==> config.mk <==
export PLATFORM = sky130hd
export DESIGN_NAME = mmd_div
export DESIGN_NICKNAME = d
export VERILOG_FILES = /design/src/rtl/mmd_div.sv
export SDC_FILE = /design/constraint.sdc
export NUM_CORES = 1
export LEC_CHECK = 0
export BUFFER_PORTS_ARGS = -buffer_cell sky130_fd_sc_hd__buf_2
export CORE_MARGIN = 3
export CORE_UTILIZATION = 35
export CTS_BUF_LIST = sky130_fd_sc_hd__clkbuf_4 sky130_fd_sc_hd__clkbuf_8
export DETAILED_ROUTE_END_ITERATION = 12
export MAX_ROUTING_LAYER = met4
export PLACE_DENSITY = 0.59
export SLEW_MARGIN = 20
export SYNTH_ARGS = -nofsm -noshare
export SYNTH_HDL_FRONTEND = slang
export SYNTH_SLANG_ARGS = --single-unit
==> constraint.sdc <==
create_clock -name clk -period 6.6 [get_ports clk]
set_input_delay 1.32 -clock clk [delete_from_list [all_inputs] [get_ports clk]]
set_output_delay 1.32 -clock clk [all_outputs]
set_load 0.02 [all_outputs]
==> src/rtl/mmd_div.sv <==
// restoring divider for the run average, one quotient bit a cycle
// widths are set by its parameters; no dependencies
module mmd_div #(
  parameter int unsigned NUM_W = 40,
  parameter int unsigned DEN_W = 9
) (
  input  logic             clk,
  input  logic             rst,
  input  logic             start,
  input  logic [NUM_W-1:0] num,
  input  logic [DEN_W-1:0] den,
  output logic             done,
  output logic [NUM_W-1:0] quot
);

  localparam int unsigned CNT_W = $clog2(NUM_W + 1);

  logic [NUM_W-1:0] q;
  logic [DEN_W:0]   r;
  logic [DEN_W-1:0] d;
  logic [CNT_W-1:0] cnt;
  logic             busy;
  logic [DEN_W:0]   trial;

  assign trial = {r[DEN_W-1:0], q[NUM_W-1]};

  always_ff @(posedge clk) begin
    if (rst) begin
      busy <= 1'b0;
      done <= 1'b0;
      cnt <= '0;
    end else begin
      done <= 1'b0;
      if (start) begin
        busy <= 1'b1;
        cnt <= CNT_W'(NUM_W);
      end else if (busy) begin
        cnt <= cnt - 1'b1;
        if (cnt == CNT_W'(1)) begin
          busy <= 1'b0;
          done <= 1'b1;
        end
      end
    end
  end

  always_ff @(posedge clk) begin
    if (start) begin
      q <= num;
      r <= '0;
      d <= den;
    end else if (busy) begin
      if (trial >= {1'b0, d}) begin
        r <= trial - {1'b0, d};
        q <= {q[NUM_W-2:0], 1'b1};
      end else begin
        r <= trial;
        q <= {q[NUM_W-2:0], 1'b0};
      end
    end
  end

  assign quot = q;

endmodule

==> summary.md <==
| Metric | Value |
|---|---|
| Root buf cell | `clkbuf_8` |
| IO Port Bufs | `92` |
| Post-CTS Setup Inserts | `0` |
| Status | `finished, final reports clean` |
| Layout cells sized above 1 | `0.461` |
| Initial DRC count | `105` |
| Die area | `0.0102 mm^2` |
| Post-synth ARST share | `0` |
| Minimum clock period | `2.66 ns` |
| Fin area | `0.00388 mm^2` |
| Layout Cells excl Fill | `437` |
| CTS max path bufs | `2` |
| Synth unique cells | `40` |
| Yosys top cell by area | `edfxtp_1` |
| Post-cts repair resize count | `0` |
| Placed cell count | `421` |
| Top_reg_cell synth | `edfxtp_1` |
| H-tree depth | `3` |
| Worst r2r src | `quot[39]$_DFFE_PP_` |
| Crit path kind | `in -> reg` |
| Skew-Pair Late Insertion Delay | `0.34 ns` |
| Max cap viols | `0` |
| Reg2reg end | `r[2]$_SDFFE_PP0P_` |
| Vias per cell | `4.97` |
| Fin crit share | `0.403` |
| Yosys top cell area share | `0.468` |
| Core area | `0.00846 mm^2` |
| Measured slew at the worst slew-check pin | `0.632 ns` |
| Cts hold-fix bufs | `0` |
| Min-delay worst type | `reg -> reg` |
| Crit path DAT | `2.63 ns` |
| Critical path required time | `6.57 ns` |
| Initial Util | `0.372` |
| Place WS | `3.59 ns` |
| CTS tree | `built` |
| VDD IR max | `0.102 mV` |
| Seq cells post-synth | `66` |
| Post-synth EDFFs | `49` |
| PnR worst setup slack | `3.94 ns` |
| Drt drc | `0` |
| Clock transition at path regs | `0.06 ns` |
| Post-DP HPWL | `4.73 mm` |
| Vias in the first global route | `2,182` |
| Post-synth top cells | `49 x edfxtp_1, 39 x mux2_2, 17 x dfxtp_1` |
| Power Density | `261 mW/mm^2` |
| Netlist Area Pre-Place | `0.00315 mm^2` |
| First-pass GRT wire length | `10.5 mm` |
| Final ANT Viol Nets | `0` |
| Gr ovfl total | `0` |
| Slew Viols, Final | `0` |
| Worst slew margin | `0.579` |
| WHS Path Cells | `2` |
| # rows | `33` |
| Pleak | `0.00160 uW` |
| Placed Area | `0.00370 mm^2` |
| Die Width | `101 um` |
| Syn_nets | `297` |
| Worst path slowest cell | `buf_2` |
| Global-route usage over all layers | `0.136` |
| Crit-path cells | `buf_2 > nor2_1 > clkinv_1 > buf_4` |
| Fmax | `0.376 GHz` |
| CTS buffer count | `9` |
| Largest fanout on the critical path | `40` |
| Worst hold slack | `0.480 ns` |
| Clock Skew | `0.00677 ns` |
| Max incr delay on CP | `0.49 ns` |
| Total clock sinks | `66` |
| Most frequent cell after synthesis | `edfxtp_1` |
| Drt pass-1 iters | `5` |
| DR WL/cell | `14.8 um` |
| Cells after Synth | `233` |
| Final setup viols | `0` |
| R2R depth | `9` |
| Hold violation total from the final report | `0` |
| Yosys Warn Count | `0` |
| Min-delay src | `r[8]$_SDFFE_PP0P_` |
| Hold path endpoint | `r[8]$_SDFFE_PP0P_` |
| R2R Setup Slk | `4.05 ns` |
| Gpl congestion | `0.813` |
| Final net count | `391` |
| Total Wirelength | `6.49 mm` |
| Antenna Cells | `0` |
| Initial antenna violation count | `0` |
| Share of the yosys chip area belonging to registers | `0.576` |
| Layout area overhead | `23.5%` |
| Die height | `101 um` |
| Synthesized area per cell | `13.5 um^2` |
| IO Pins | `93` |
| Setup TNS | `0 ns` |
| Largest net degree at the start of global routing | `41` |
| Worst setup SP type | `input pin` |
| Unrepaired setup endpoints after global routing | `false` |
| Via Count | `2,174` |
| Synth top area cells | `edfxtp_1 47%, mux2_2 14%, dfxtp_1 11%` |
| Setup crit end kind | `flip-flop` |
## worst max-delay path by stage
stage | start | end | slack, ns
floorplan | start | quot[0]$_DFFE_PP_ | 3.36
global placement | start | quot[6]$_DFFE_PP_ | 3.61
detailed placement | start | quot[13]$_DFFE_PP_ | 3.59
CTS | start | quot[5]$_DFFE_PP_ | 3.95
global route | start | quot[6]$_DFFE_PP_ | 3.84
finish | start | quot[6]$_DFFE_PP_ | 3.94
## metrics by stage
stage | total power [uW] | util
after detailed placement | 699 | 0.437
after global placement | 698 | 0.437
final | 1020 | 0.459
after CTS | 1030 | 0.459
after global routing | 1070 | 0.459
after floorplan | 639 | -
## registers in the layout, indices dropped and copies added, names as in the netlist
register,count
d,9
r,9
cnt,6
quot,40
done,1
busy,1
## worst max-delay path: cells and delay by family
family        cells  cell delay (ns)
buf+inv           3             1.00
simple gates      1             0.26
## metal layers
layer / vias up / part of all wire / GRT usage
li1: 1069 / - / -
met1: 1026 / 0.48 / 0.187
met2: 69 / 0.44 / 0.193
met3: 10 / 0.063 / 0.0457
met4: 0 / 0.014 / 0.0373
met5: - / 0 / -
## layout make-up
type                       count  area, um^2
clock buffer                  10         131
multi-input combinational    140        1220
clock inverter                 6        57.6
fill                         784        4580
sequential                    66        1810
inverter                      16        60.1
timing repair buffer          94         475
tap                          105         131
## placed cells by master (no fill, tap or decap), types with 3 or more instances in the layout
cell	instances
nand2_1	12
mux2i_1	3
xnor2_1	6
edfxtp_1	49
clkbuf_8	9
o21ai_0	6
ha_1	11
nor3_1	4
a211oi_1	3
o31ai_1	4
a21oi_1	6
dfxtp_1	17
clkinv_1	4
buf_2	92
a32oi_1	3
mux2_2	39
inv_1	15
nand3_1	4
xor2_1	4
nor2_1	8
## where the power goes
group	switching [uW]	internal, uW
Sequential	21.4	490
Combinational	101	76.5
Clock	152	175
## cell families after synthesis
family          synth area share
simple gates              0.0589
mux                        0.149
buf+inv                   0.0370
fa+ha+maj                 0.0501
compound gates             0.101
xor+xnor                  0.0278
flops                      0.576
Power figures use the tool's default switching activity.
